==> src/rtl/core/jstc_pkg.sv <==
package jstc_pkg;

   // Default sizes
   localparam int POS_BITS_DEF       = 24;
   localparam int FRAMES_PER_SEC_DEF = 30;

   // Request types
   localparam logic [1:0] REQ_WHEEL  = 2'd0;
   localparam logic [1:0] REQ_BUTTON = 2'd1;
   localparam logic [1:0] REQ_RESET  = 2'd2;

   // Button codes
   localparam logic [2:0] BTN_SET   = 3'd5;
   localparam logic [2:0] BTN_LEFT  = 3'd6;
   localparam logic [2:0] BTN_RIGHT = 3'd7;
   localparam logic [2:0] BTN_LAST_TRANSPORT = 3'd4;

   // Command kinds
   localparam logic [3:0] CMD_STEP      = 4'd0;
   localparam logic [3:0] CMD_SHUTTLE   = 4'd1;
   localparam logic [3:0] CMD_LOCATE    = 4'd2;
   localparam logic [3:0] CMD_STOP      = 4'd3;
   localparam logic [3:0] CMD_PLAY      = 4'd4;
   localparam logic [3:0] CMD_FFWD      = 4'd5;
   localparam logic [3:0] CMD_REWIND    = 4'd6;
   localparam logic [3:0] CMD_REC_STROBE = 4'd7;
   localparam logic [3:0] CMD_REC_EXIT  = 4'd8;
   localparam logic [3:0] CMD_REC_PAUSE = 4'd9;
   localparam logic [3:0] CMD_LIGHTS    = 4'd10;

   // Transport bits
   localparam logic [4:0] TB_STOP = 5'h01;
   localparam logic [4:0] TB_PLAY = 5'h02;
   localparam logic [4:0] TB_REW  = 5'h04;
   localparam logic [4:0] TB_FFWD = 5'h08;
   localparam logic [4:0] TB_REC  = 5'h10;

   localparam logic [7:0] LOCATE_SUBCODE = 8'h01;
   localparam logic signed [9:0] SPEED_LIMIT = 10'sd63;

   // Work handed from front to back
   typedef enum logic [1:0] {
      OP_ONE,
      OP_WITH_LIGHTS,
      OP_LOCATE,
      OP_LIGHTS_LOCATE
   } op_type;

   typedef struct packed {
      op_type     op;
      logic [3:0] kind;
      logic [7:0] byte_a;
      logic [7:0] byte_b;
      logic [3:0] lamps;
   } hdr_type;

endpackage

==> src/rtl/core/jstc_queue.sv <==
module jstc_queue
   import jstc_pkg::*;
#(
   parameter int WIDTH = 32,
   parameter int DEPTH = 2
) (
   input  logic             clock,
   input  logic             reset,
   input  logic             push,
   input  logic [WIDTH-1:0] push_data,
   output logic             full,
   input  logic             pop,
   output logic             not_empty,
   output logic [WIDTH-1:0] pop_data
);

   localparam int AW = (DEPTH > 1) ? $clog2(DEPTH) : 1;
   localparam int CW = $clog2(DEPTH + 1);

   logic [WIDTH-1:0] mem_ff [DEPTH];
   logic [AW-1:0]    wr_ff, wr_in, rd_ff, rd_in;
   logic [CW-1:0]    cnt_ff, cnt_in;

   assign full      = (cnt_ff == CW'(DEPTH));
   assign not_empty = (cnt_ff != '0);
   assign pop_data  = mem_ff[rd_ff];

   // Advance pointers with wrap
   always_comb begin
      wr_in  = wr_ff;
      rd_in  = rd_ff;
      cnt_in = cnt_ff;
      if (push) begin
         wr_in = (wr_ff == AW'(DEPTH - 1)) ? '0 : wr_ff + 1'b1;
      end
      if (pop) begin
         rd_in = (rd_ff == AW'(DEPTH - 1)) ? '0 : rd_ff + 1'b1;
      end
      if (push && !pop) begin
         cnt_in = cnt_ff + 1'b1;
      end else if (pop && !push) begin
         cnt_in = cnt_ff - 1'b1;
      end
   end

   always_ff @(posedge clock) begin
      if (reset) begin
         wr_ff  <= '0;
         rd_ff  <= '0;
         cnt_ff <= '0;
      end else begin
         wr_ff  <= wr_in;
         rd_ff  <= rd_in;
         cnt_ff <= cnt_in;
      end
      if (push) begin
         mem_ff[wr_ff] <= push_data;
      end
   end

endmodule

==> src/rtl/core/jstc_front.sv <==
module jstc_front
   import jstc_pkg::*;
#(
   parameter int POS_BITS = POS_BITS_DEF
) (
   input  logic                clock,
   input  logic                reset,
   input  logic                accept,
   input  logic [1:0]          req_type,
   input  logic [7:0]          wheel_pos,
   input  logic [2:0]          button_id,
   input  logic                button_level,
   output logic                push,
   output hdr_type             hdr,
   output logic [POS_BITS-1:0] frames
);

   localparam logic [POS_BITS-1:0] POS_MAX = {POS_BITS{1'b1}};

   logic [7:0]          prev_ff, prev_in;
   logic [POS_BITS-1:0] abs_ff, abs_in, left_ff, left_in, right_ff, right_in;
   logic signed [7:0]   speed_ff, speed_in;
   logic                set_ff, set_in;
   logic [4:0]          tb_ff, tb_in;

   logic signed [9:0]          diff;
   logic signed [POS_BITS+1:0] pos_sum;
   logic [POS_BITS-1:0]        pos_new;
   logic signed [9:0]          spd_sum, spd_clamp;
   logic [5:0]                 mag;
   logic [5:0]                 neg_d;
   logic [4:0]                 tmask, tb_tog;
   logic [3:0]                 tkind;
   logic [3:0]                 lamps;
   logic signed [7:0]          lspeed;

   // Wrapped wheel delta, clamped position and clamped shuttle speed
   always_comb begin
      diff = $signed({2'b00, wheel_pos}) - $signed({2'b00, prev_ff});
      if (diff > 10'sd127) begin
         diff = diff - 10'sd255;
      end else if (diff < -10'sd127) begin
         diff = diff + 10'sd255;
      end
      pos_sum = $signed({2'b00, abs_ff}) + $signed({{(POS_BITS - 8){diff[9]}}, diff});
      if (pos_sum < 0) begin
         pos_new = '0;
      end else if (pos_sum > $signed({2'b00, POS_MAX})) begin
         pos_new = POS_MAX;
      end else begin
         pos_new = pos_sum[POS_BITS-1:0];
      end
      spd_sum = $signed({{2{speed_ff[7]}}, speed_ff}) + diff;
      if (spd_sum > SPEED_LIMIT) begin
         spd_clamp = SPEED_LIMIT;
      end else if (spd_sum < -SPEED_LIMIT) begin
         spd_clamp = -SPEED_LIMIT;
      end else begin
         spd_clamp = spd_sum;
      end
      mag   = spd_clamp[9] ? 6'(-spd_clamp) : spd_clamp[5:0];
      neg_d = 6'(-diff);
   end

   // Toggle transport state
   always_comb begin
      tmask = 5'(5'b00001 << button_id);
      tkind = CMD_STOP;
      if (tmask == TB_PLAY) begin
         if ((tb_ff & TB_PLAY) != '0) begin
            tb_tog = TB_STOP;
            tkind  = CMD_STOP;
         end else begin
            tb_tog = (tb_ff & TB_REC) | TB_PLAY;
            tkind  = CMD_PLAY;
         end
      end else if (tmask == TB_REC) begin
         if ((tb_ff & TB_REC) != '0) begin
            tb_tog = tb_ff & ~TB_REC;
            tkind  = CMD_REC_EXIT;
         end else begin
            tb_tog = (tb_ff & TB_PLAY) | TB_REC;
            tkind  = ((tb_ff & TB_PLAY) != '0) ? CMD_REC_STROBE : CMD_REC_PAUSE;
         end
      end else begin
         tb_tog = ((tb_ff & tmask) != '0) ? TB_STOP : tmask;
         if ((tb_tog & TB_STOP) != '0) begin
            tkind = CMD_STOP;
         end else if ((tb_tog & TB_REW) != '0) begin
            tkind = CMD_REWIND;
         end else begin
            tkind = CMD_FFWD;
         end
      end
      // Lights and speed preset from the new state
      lamps = {tb_tog[3], tb_tog[2], tb_tog[4], tb_tog[1]};
      if (tb_tog[1]) begin
         lspeed = 8'sd8;
      end else if (tb_tog[2]) begin
         lspeed = -8'sd64;
      end else if (tb_tog[3]) begin
         lspeed = 8'sd64;
      end else begin
         lspeed = 8'sd0;
      end
   end

   // Classify the beat and update state
   always_comb begin
      prev_in  = prev_ff;
      abs_in   = abs_ff;
      left_in  = left_ff;
      right_in = right_ff;
      speed_in = speed_ff;
      set_in   = set_ff;
      tb_in    = tb_ff;
      push     = 1'b0;
      hdr      = '{op: OP_ONE, kind: CMD_STEP, byte_a: 8'h00, byte_b: 8'h00, lamps: 4'h0};
      frames   = abs_ff;
      if (accept) begin
         case (req_type)
            REQ_WHEEL: begin
               prev_in = wheel_pos;
               abs_in  = pos_new;
               push    = 1'b1;
               if (speed_ff != 8'sd0) begin
                  speed_in    = spd_clamp[7:0];
                  hdr.kind    = CMD_SHUTTLE;
                  hdr.byte_a  = {1'b0, spd_clamp[9], 3'b000, mag[5:3]};
                  hdr.byte_b  = {1'b0, mag[2:0], 4'h0};
               end else if (diff[9]) begin
                  hdr.byte_a = {2'b01, neg_d[4:0], 1'b0};
               end else begin
                  hdr.byte_a = {2'b00, diff[4:0], 1'b0};
               end
            end
            REQ_BUTTON: begin
               if (button_id <= BTN_LAST_TRANSPORT) begin
                  if (button_level) begin
                     tb_in     = tb_tog;
                     speed_in  = lspeed;
                     push      = 1'b1;
                     hdr.op    = OP_WITH_LIGHTS;
                     hdr.kind  = tkind;
                     hdr.lamps = lamps;
                  end
               end else if (button_id == BTN_SET) begin
                  set_in = button_level;
               end else if (button_level) begin
                  if (set_ff) begin
                     if (button_id == BTN_LEFT) begin
                        left_in = abs_ff;
                     end else begin
                        right_in = abs_ff;
                     end
                  end else begin
                     abs_in = (button_id == BTN_LEFT) ? left_ff : right_ff;
                     frames = abs_in;
                     push   = 1'b1;
                     hdr.op = OP_LOCATE;
                  end
               end
            end
            REQ_RESET: begin
               prev_in  = '0;
               abs_in   = '0;
               left_in  = '0;
               right_in = '0;
               speed_in = '0;
               set_in   = 1'b0;
               tb_in    = '0;
               frames   = '0;
               push     = 1'b1;
               hdr.op   = OP_LIGHTS_LOCATE;
            end
            default: begin
            end
         endcase
      end
   end

   always_ff @(posedge clock) begin
      if (reset) begin
         prev_ff  <= '0;
         abs_ff   <= '0;
         left_ff  <= '0;
         right_ff <= '0;
         speed_ff <= '0;
         set_ff   <= 1'b0;
         tb_ff    <= '0;
      end else begin
         prev_ff  <= prev_in;
         abs_ff   <= abs_in;
         left_ff  <= left_in;
         right_ff <= right_in;
         speed_ff <= speed_in;
         set_ff   <= set_in;
         tb_ff    <= tb_in;
      end
   end

endmodule

==> src/rtl/core/jstc_back.sv <==
module jstc_back
   import jstc_pkg::*;
#(
   parameter int POS_BITS       = POS_BITS_DEF,
   parameter int FRAMES_PER_SEC = FRAMES_PER_SEC_DEF
) (
   input  logic                clock,
   input  logic                reset,
   input  logic                q_valid,
   input  hdr_type             q_hdr,
   input  logic [POS_BITS-1:0] q_frames,
   output logic                q_pop,
   output logic                rsp_valid,
   input  logic                rsp_stall,
   output logic [3:0]          rsp_cmd_kind,
   output logic [7:0]          rsp_byte_a,
   output logic [7:0]          rsp_byte_b,
   output logic [7:0]          rsp_byte_c,
   output logic [7:0]          rsp_byte_d,
   output logic [7:0]          rsp_byte_e,
   output logic [7:0]          rsp_byte_f,
   output logic [3:0]          rsp_lamps,
   output logic                rsp_last
);

   localparam int PW = 2 * POS_BITS;
   localparam logic [POS_BITS-1:0] PER_HOUR = POS_BITS'(3600 * FRAMES_PER_SEC);
   localparam logic [POS_BITS-1:0] PER_MIN  = POS_BITS'(60 * FRAMES_PER_SEC);
   localparam logic [POS_BITS-1:0] PER_SEC  = POS_BITS'(FRAMES_PER_SEC);
   // Reciprocals scaled by 2^POS_BITS, rounded down
   localparam logic [POS_BITS-1:0] RCP_HOUR =
      POS_BITS'((64'd1 << POS_BITS) / (3600 * FRAMES_PER_SEC));
   localparam logic [POS_BITS-1:0] RCP_MIN  =
      POS_BITS'((64'd1 << POS_BITS) / (60 * FRAMES_PER_SEC));
   localparam logic [POS_BITS-1:0] RCP_SEC  =
      POS_BITS'((64'd1 << POS_BITS) / FRAMES_PER_SEC);

   typedef enum logic [1:0] {S_IDLE, S_LIGHTS, S_DIV, S_LOCOUT} state_type;

   state_type           state_ff;
   logic                valid_ff;
   logic [3:0]          kind_ff;
   logic [7:0]          a_ff, b_ff, c_ff, d_ff, e_ff;
   logic [3:0]          lamps_ff, hold_lamps_ff;
   logic                last_ff;
   logic [POS_BITS-1:0] num_ff, quo_ff, rem_ff;
   logic [1:0]          phase_ff, step_ff;
   logic [7:0]          hh_ff, mm_ff, ss_ff, fr_ff;

   logic                out_free;
   logic [POS_BITS-1:0] divisor, recip, back_mul, quo_fix, rem_fix;
   logic [PW-1:0]       prod;
   logic                fix;

   assign out_free = !valid_ff || !rsp_stall;
   assign q_pop    = (state_ff == S_IDLE) && q_valid && out_free;

   // Estimate the quotient by reciprocal, then correct it by at most one
   always_comb begin
      unique case (phase_ff)
         2'd0: begin
            divisor = PER_HOUR;
            recip   = RCP_HOUR;
         end
         2'd1: begin
            divisor = PER_MIN;
            recip   = RCP_MIN;
         end
         default: begin
            divisor = PER_SEC;
            recip   = RCP_SEC;
         end
      endcase
      prod     = PW'(num_ff) * PW'(recip);
      back_mul = quo_ff * divisor;
      fix      = (rem_ff >= divisor);
      quo_fix  = quo_ff + POS_BITS'(fix);
      rem_fix  = fix ? rem_ff - divisor : rem_ff;
   end

   always_ff @(posedge clock) begin
      if (reset) begin
         state_ff <= S_IDLE;
         valid_ff <= 1'b0;
      end else begin
         unique case (state_ff)
            S_IDLE: begin
               if (q_pop) begin
                  valid_ff <= (q_hdr.op == OP_ONE) || (q_hdr.op == OP_WITH_LIGHTS)
                              || (q_hdr.op == OP_LIGHTS_LOCATE);
                  kind_ff  <= (q_hdr.op == OP_LIGHTS_LOCATE) ? CMD_LIGHTS : q_hdr.kind;
                  a_ff     <= (q_hdr.op == OP_LIGHTS_LOCATE) ? 8'h00 : q_hdr.byte_a;
                  b_ff     <= (q_hdr.op == OP_LIGHTS_LOCATE) ? 8'h00 : q_hdr.byte_b;
                  c_ff     <= 8'h00;
                  d_ff     <= 8'h00;
                  e_ff     <= 8'h00;
                  lamps_ff <= 4'h0;
                  last_ff  <= (q_hdr.op == OP_ONE);
                  hold_lamps_ff <= q_hdr.lamps;
                  num_ff   <= q_frames;
                  step_ff  <= 2'd0;
                  phase_ff <= 2'd0;
                  unique case (q_hdr.op)
                     OP_ONE:         state_ff <= S_IDLE;
                     OP_WITH_LIGHTS: state_ff <= S_LIGHTS;
                     default:        state_ff <= S_DIV;
                  endcase
               end else if (!rsp_stall) begin
                  valid_ff <= 1'b0;
               end
            end
            S_LIGHTS: begin
               if (out_free) begin
                  valid_ff <= 1'b1;
                  kind_ff  <= CMD_LIGHTS;
                  a_ff     <= 8'h00;
                  b_ff     <= 8'h00;
                  lamps_ff <= hold_lamps_ff;
                  last_ff  <= 1'b1;
                  state_ff <= S_IDLE;
               end
            end
            S_DIV: begin
               // Drain any waiting beat while the digits are worked out
               if (!rsp_stall) begin
                  valid_ff <= 1'b0;
               end
               unique case (step_ff)
                  2'd0: begin
                     quo_ff  <= prod[PW-1:POS_BITS];
                     step_ff <= 2'd1;
                  end
                  2'd1: begin
                     rem_ff  <= num_ff - back_mul;
                     step_ff <= 2'd2;
                  end
                  default: begin
                     step_ff  <= 2'd0;
                     num_ff   <= rem_fix;
                     phase_ff <= phase_ff + 1'b1;
                     unique case (phase_ff)
                        2'd0: hh_ff <= quo_fix[7:0];
                        2'd1: mm_ff <= quo_fix[7:0];
                        default: begin
                           ss_ff    <= quo_fix[7:0];
                           fr_ff    <= rem_fix[7:0];
                           state_ff <= S_LOCOUT;
                        end
                     endcase
                  end
               endcase
            end
            S_LOCOUT: begin
               if (out_free) begin
                  valid_ff <= 1'b1;
                  kind_ff  <= CMD_LOCATE;
                  a_ff     <= LOCATE_SUBCODE;
                  b_ff     <= hh_ff;
                  c_ff     <= mm_ff;
                  d_ff     <= ss_ff;
                  e_ff     <= fr_ff;
                  lamps_ff <= 4'h0;
                  last_ff  <= 1'b1;
                  state_ff <= S_IDLE;
               end
            end
            default: state_ff <= S_IDLE;
         endcase
      end
   end

   assign rsp_valid    = valid_ff;
   assign rsp_cmd_kind = kind_ff;
   assign rsp_byte_a   = a_ff;
   assign rsp_byte_b   = b_ff;
   assign rsp_byte_c   = c_ff;
   assign rsp_byte_d   = d_ff;
   assign rsp_byte_e   = e_ff;
   assign rsp_byte_f   = 8'h00;
   assign rsp_lamps    = lamps_ff;
   assign rsp_last     = last_ff;

endmodule

==> src/rtl/core/jog_shuttle_transport_control.sv <==
// Jog wheel and transport button controller. Each request beat (wheel sample,
// button event or reset) is taken while the two-entry work queue has room;
// the front updates position, marks, shuttle speed and transport state at once
// and queues any reply. The back sends one result beat per cycle, while the
// output is not stalled, for step, shuttle, transport and lights replies, so a
// transport press gives two beats on the output. A locate reply first splits
// the position into hours, minutes, seconds and frames: for each digit a
// reciprocal multiply estimates the quotient, a multiply back gives the
// remainder and one correction fixes both; its beat is then sent, and requests
// keep being taken meanwhile until the queue fills.
module jog_shuttle_transport_control
   import jstc_pkg::*;
#(
   parameter int POS_BITS       = POS_BITS_DEF,
   parameter int FRAMES_PER_SEC = FRAMES_PER_SEC_DEF
) (
   input  logic       clock,
   input  logic       reset,
   input  logic       req_valid,
   output logic       req_stall,
   input  logic [1:0] req_type,
   input  logic [7:0] req_wheel_pos,
   input  logic [2:0] req_button_id,
   input  logic       req_button_level,
   output logic       rsp_valid,
   input  logic       rsp_stall,
   output logic [3:0] rsp_cmd_kind,
   output logic [7:0] rsp_byte_a,
   output logic [7:0] rsp_byte_b,
   output logic [7:0] rsp_byte_c,
   output logic [7:0] rsp_byte_d,
   output logic [7:0] rsp_byte_e,
   output logic [7:0] rsp_byte_f,
   output logic [3:0] rsp_lamp_bits,
   output logic       rsp_last_of_run
);

   localparam int HW = $bits(hdr_type);
   localparam int QW = HW + POS_BITS;

   logic                q_full, q_push, q_pop, q_valid, accept;
   hdr_type             f_hdr, b_hdr;
   logic [POS_BITS-1:0] f_frames, b_frames;
   logic [QW-1:0]       q_out;

   assign req_stall = q_full;
   assign accept    = req_valid && !q_full;

   jstc_front #(.POS_BITS(POS_BITS)) u_front (
      .clock        (clock),
      .reset        (reset),
      .accept       (accept),
      .req_type     (req_type),
      .wheel_pos    (req_wheel_pos),
      .button_id    (req_button_id),
      .button_level (req_button_level),
      .push         (q_push),
      .hdr          (f_hdr),
      .frames       (f_frames)
   );

   jstc_queue #(.WIDTH(QW), .DEPTH(2)) u_queue (
      .clock     (clock),
      .reset     (reset),
      .push      (q_push),
      .push_data ({f_hdr, f_frames}),
      .full      (q_full),
      .pop       (q_pop),
      .not_empty (q_valid),
      .pop_data  (q_out)
   );

   assign b_hdr    = hdr_type'(q_out[QW-1:POS_BITS]);
   assign b_frames = q_out[POS_BITS-1:0];

   jstc_back #(.POS_BITS(POS_BITS), .FRAMES_PER_SEC(FRAMES_PER_SEC)) u_back (
      .clock        (clock),
      .reset        (reset),
      .q_valid      (q_valid),
      .q_hdr        (b_hdr),
      .q_frames     (b_frames),
      .q_pop        (q_pop),
      .rsp_valid    (rsp_valid),
      .rsp_stall    (rsp_stall),
      .rsp_cmd_kind (rsp_cmd_kind),
      .rsp_byte_a   (rsp_byte_a),
      .rsp_byte_b   (rsp_byte_b),
      .rsp_byte_c   (rsp_byte_c),
      .rsp_byte_d   (rsp_byte_d),
      .rsp_byte_e   (rsp_byte_e),
      .rsp_byte_f   (rsp_byte_f),
      .rsp_lamps    (rsp_lamp_bits),
      .rsp_last     (rsp_last_of_run)
   );

   // Queue never overflows or underflows
   a_no_overflow: assert property (@(posedge clock) disable iff (reset)
      q_push |-> !q_full || q_pop)
      else $error("work queue overflow");

   a_no_underflow: assert property (@(posedge clock) disable iff (reset)
      q_pop |-> q_valid)
      else $error("work queue underflow");

   // Locate beats carry their sub-code and end the run
   a_locate_form: assert property (@(posedge clock) disable iff (reset)
      rsp_valid && rsp_cmd_kind == CMD_LOCATE |-> rsp_byte_a == LOCATE_SUBCODE
         && rsp_last_of_run)
      else $error("malformed locate beat");

endmodule
==> config.mk <==
export PLATFORM = sky130hd
export DESIGN_NAME = jog_shuttle_transport_control
export DESIGN_NICKNAME = d
export VERILOG_FILES = /design/src/rtl/core/jstc_pkg.sv /design/src/rtl/core/jstc_queue.sv /design/src/rtl/core/jstc_front.sv /design/src/rtl/core/jstc_back.sv /design/src/rtl/core/jog_shuttle_transport_control.sv
export SDC_FILE = /design/constraint.sdc
export NUM_CORES = 2
export LEC_CHECK = 0
export ABC_AREA = 1
export BUFFER_PORTS_ARGS = -buffer_cell sky130_fd_sc_hd__buf_4
export CAP_MARGIN = 25
export CORE_MARGIN = 2
export CORE_UTILIZATION = 50
export DETAILED_ROUTE_END_ITERATION = 8
export PLACE_DENSITY = 0.66
export SYNTH_ARGS = -nofsm -noshare
export SYNTH_HDL_FRONTEND = slang
export SYNTH_SLANG_ARGS = --single-unit
==> constraint.sdc <==
create_clock -name clock -period 12.7 [get_ports clock]
set_input_delay 0.635 -clock clock [delete_from_list [all_inputs] [get_ports clock]]
set_output_delay 0.635 -clock clock [all_outputs]
set_load 0.005 [all_outputs]
==> reports/results.ini <==
[run_status]
status = complete, no violations

[worst_setup_path]
startpoint_type = register
r2r_slack_ns = 5.12
max_stage_delay_ns = 0.58
cpMaxStageDelayCell = fa_1
r2r-end = u_back.quo_ff[17]
crit_required_ns = 13.02
rr_worst_depth = 27
timing.rr.start = u_back.phase_ff[1]
critical_path_class = register to register
crit_top_cell = inv_1
crit_fanout = 14
crit_arrival_ns = 7.91
cp-end-kind = register

[die]
io_pins = 77
core_area_um2 = 68800
chipHeight_um = 268
rows = 96
die_w_um = 268
start_util = 0.507
dieArea_um2 = 72000

[cells_and_area]
antenna_cells = 0
finalNonFillerCells = 4967
multi_input_area_um2 = 21900
drive_gt1_frac = 0.0503
area_growth_pct = 7.97
nNetsFinal = 4819
fillers = 6334
area.sequential_um2 = 9370

[logic_synthesis]
syn_inst = 3969
syn-cell-area_um2 = 34900
yosysWarningCount = 0
ys.flop_type = edfxtp_1
synthDistinctLibCells = 59
async_flop_share = 0
syn_avg_cell_area_um2 = 8.80
synth_edf_count = 244
ys_ff_latch = 346
ys_seq_area_frac = 0.268

[clock_tree]
postCtsSetupRepairBufs = 0
path_clk_slew_ns = 0.06
clockBufferDepth = 3
cts_buffers = 40
cts_resized = 0
cts-root-buf = clkbuf_16
cts_max_level = 2
cts_num_sinks = 346
insertion_delay_ns = 0.58
postCtsHoldBufs = 0
cts_tree = done

[min_path]
hold_end = u_front.prev_ff[3]
hold_depth = 3
hold_class = primary input to register
holdCritStartpoint = req_wheel_pos[3]

[timing]
worst-slew-pin-transition_ns = 1.04
worst_clock_skew_ns = 0.0281
slew_headroom = 0.305
fmax_mhz = 132
rsz0062_at_grt = false
final_max_slew_viol_count = 0
final-hold-violation-count = 0
min_period_ns = 7.58
period_share = 0.597
setup_violations = 0
setup_tns_ns = 0

[placement]
numPortBuffers = 67
gp_congestion = 0.956
dp_hpwl_um = 71400
placed_cells = 4895

[global_route]
grt_pass1_wl_um = 141000
grt_overflow = 0
antenna_found_initial = 0
grt_pass1_vias = 26100
track_usage = 0.249
grt_start_max_net_pins = 81

[job]
maxCapViolations = 0

[detailed_routing]
vias = 26000
wire_per_inst_um = 17.7
viasPerCell = 5.23
totalWireLength_um = 87900
dr.pass1.iters = 6
drt_iter0_markers = 1623
drc = 0
ant_nets = 0

[state kept, by name, indices dropped and copies added (netlist names), 20 cells and up, named ones only]
signal / flops
u_queue.mem_ff: 88
u_back.num_ff: 24
u_back.rem_ff: 24
u_front.abs_ff: 24
u_front.left_ff: 24
u_front.right_ff: 24
u_back.quo_ff: 20
[worst max-delay path, delay by kind of cell, from the launching register on]
family | cells | cell delay, ns
AO/OA/AOI/OAI | 5 | 0.98
XOR/XNOR | 1 | 0.09
adder cells (fa/ha/maj) | 9 | 3.94
buffers and inverters | 7 | 1.18
flip-flops | 1 | 0.38
AND/OR/NAND/NOR | 5 | 0.74
[metal layers]
layer	global-route usage	part of all wire
met2	0.419	0.48
met1	0.339	0.44
met5	0	0
met3	0.0237	0.049
met4	0.0827	0.033
[cells in the final DEF, fill, tap and decap left out, types with 5 or more instances in the layout]
master     count
edfxtp_1     244
nand2_2        8
ha_1         423
inv_1        852
nand3_1       84
conb_1         9
a21boi_0       5
o21a_1         5
nand4_1       15
inv_2          9
o21ai_1        6
a21oi_1      251
nor3_1        19
clkbuf_1       8
a211oi_1      12
nor4_1        14
buf_4         92
xnor2_1       49
clkbuf_16     41
o22ai_1        9
clkinv_2       5
mux2i_1       16
clkinv_1      12
nand3_2        5
fa_1         371
nor2_1       340
a31oi_1       12
nand2_1      590
o21ai_0      239
o211ai_1      34
o21bai_1      10
xor2_1        69
dfxtp_1      102
[cells by family after synthesis]
logic type	Yosys count	share of synthesized area
AND/OR/NAND/NOR	1101	0.128
buffers and inverters	974	0.107
adder cells (fa/ha/maj)	795	0.365
AO/OA/AOI/OAI	616	0.0970
flip-flops	346	0.268
XOR/XNOR	120	0.0305
multiplexers	16	0.00459
other	1	0.000107
[how the worst max path moves through the flow]
stage	startpoint	to	slack (ns)
after floorplan	u_back.phase_ff[1]	u_back.quo_ff[17]	5.92
after global placement	u_back.phase_ff[1]	u_back.quo_ff[18]	5.39
after detailed placement	u_back.phase_ff[1]	u_back.quo_ff[17]	5.18
after CTS	u_back.phase_ff[1]	u_back.quo_ff[17]	5.19
after global routing	u_back.phase_ff[1]	u_back.quo_ff[13]	4.73
final	u_back.phase_ff[1]	u_back.quo_ff[17]	5.12
[synth_stat cells, types with 16 or more instances]
cell,instances,area (um^2)
a21oi_1,251,1260
clkbuf_1,78,293
dfxtp_1,102,2040
edfxtp_1,244,7330
fa_1,371,7430
ha_1,424,5310
inv_1,853,3200
mux2i_1,16,160
nand2_1,590,2210
nand3_1,84,420
nor2_1,342,1280
nor3_1,23,115
o211ai_1,34,255
o21ai_0,239,1200
xnor2_1,49,429
xor2_1,69,604
[through the flow]
step	cell area, um^2	setup WS, ns	utilization	hold slack, ns
final	37700	5.12	0.548	0.340
after global routing	37700	4.73	0.548	0.317
after detailed placement	36400	5.18	0.529	0.447
after floorplan	35000	5.92	-	0.430
after CTS	37700	5.19	0.548	0.315
after global placement	36400	5.39	0.529	0.439
[layout make-up]
class,instances,area share
clock buffer,49,0.0280
inverter,869,0.0866
tap,931,0.0309
timing repair buffer,92,0.0183
clock inverter,23,0.00647
multi-input combinational,2657,0.581
sequential,346,0.248
Power is not shown: default switching activity piles up to over one toggle a cycle in this logic, so the estimate is an artifact.
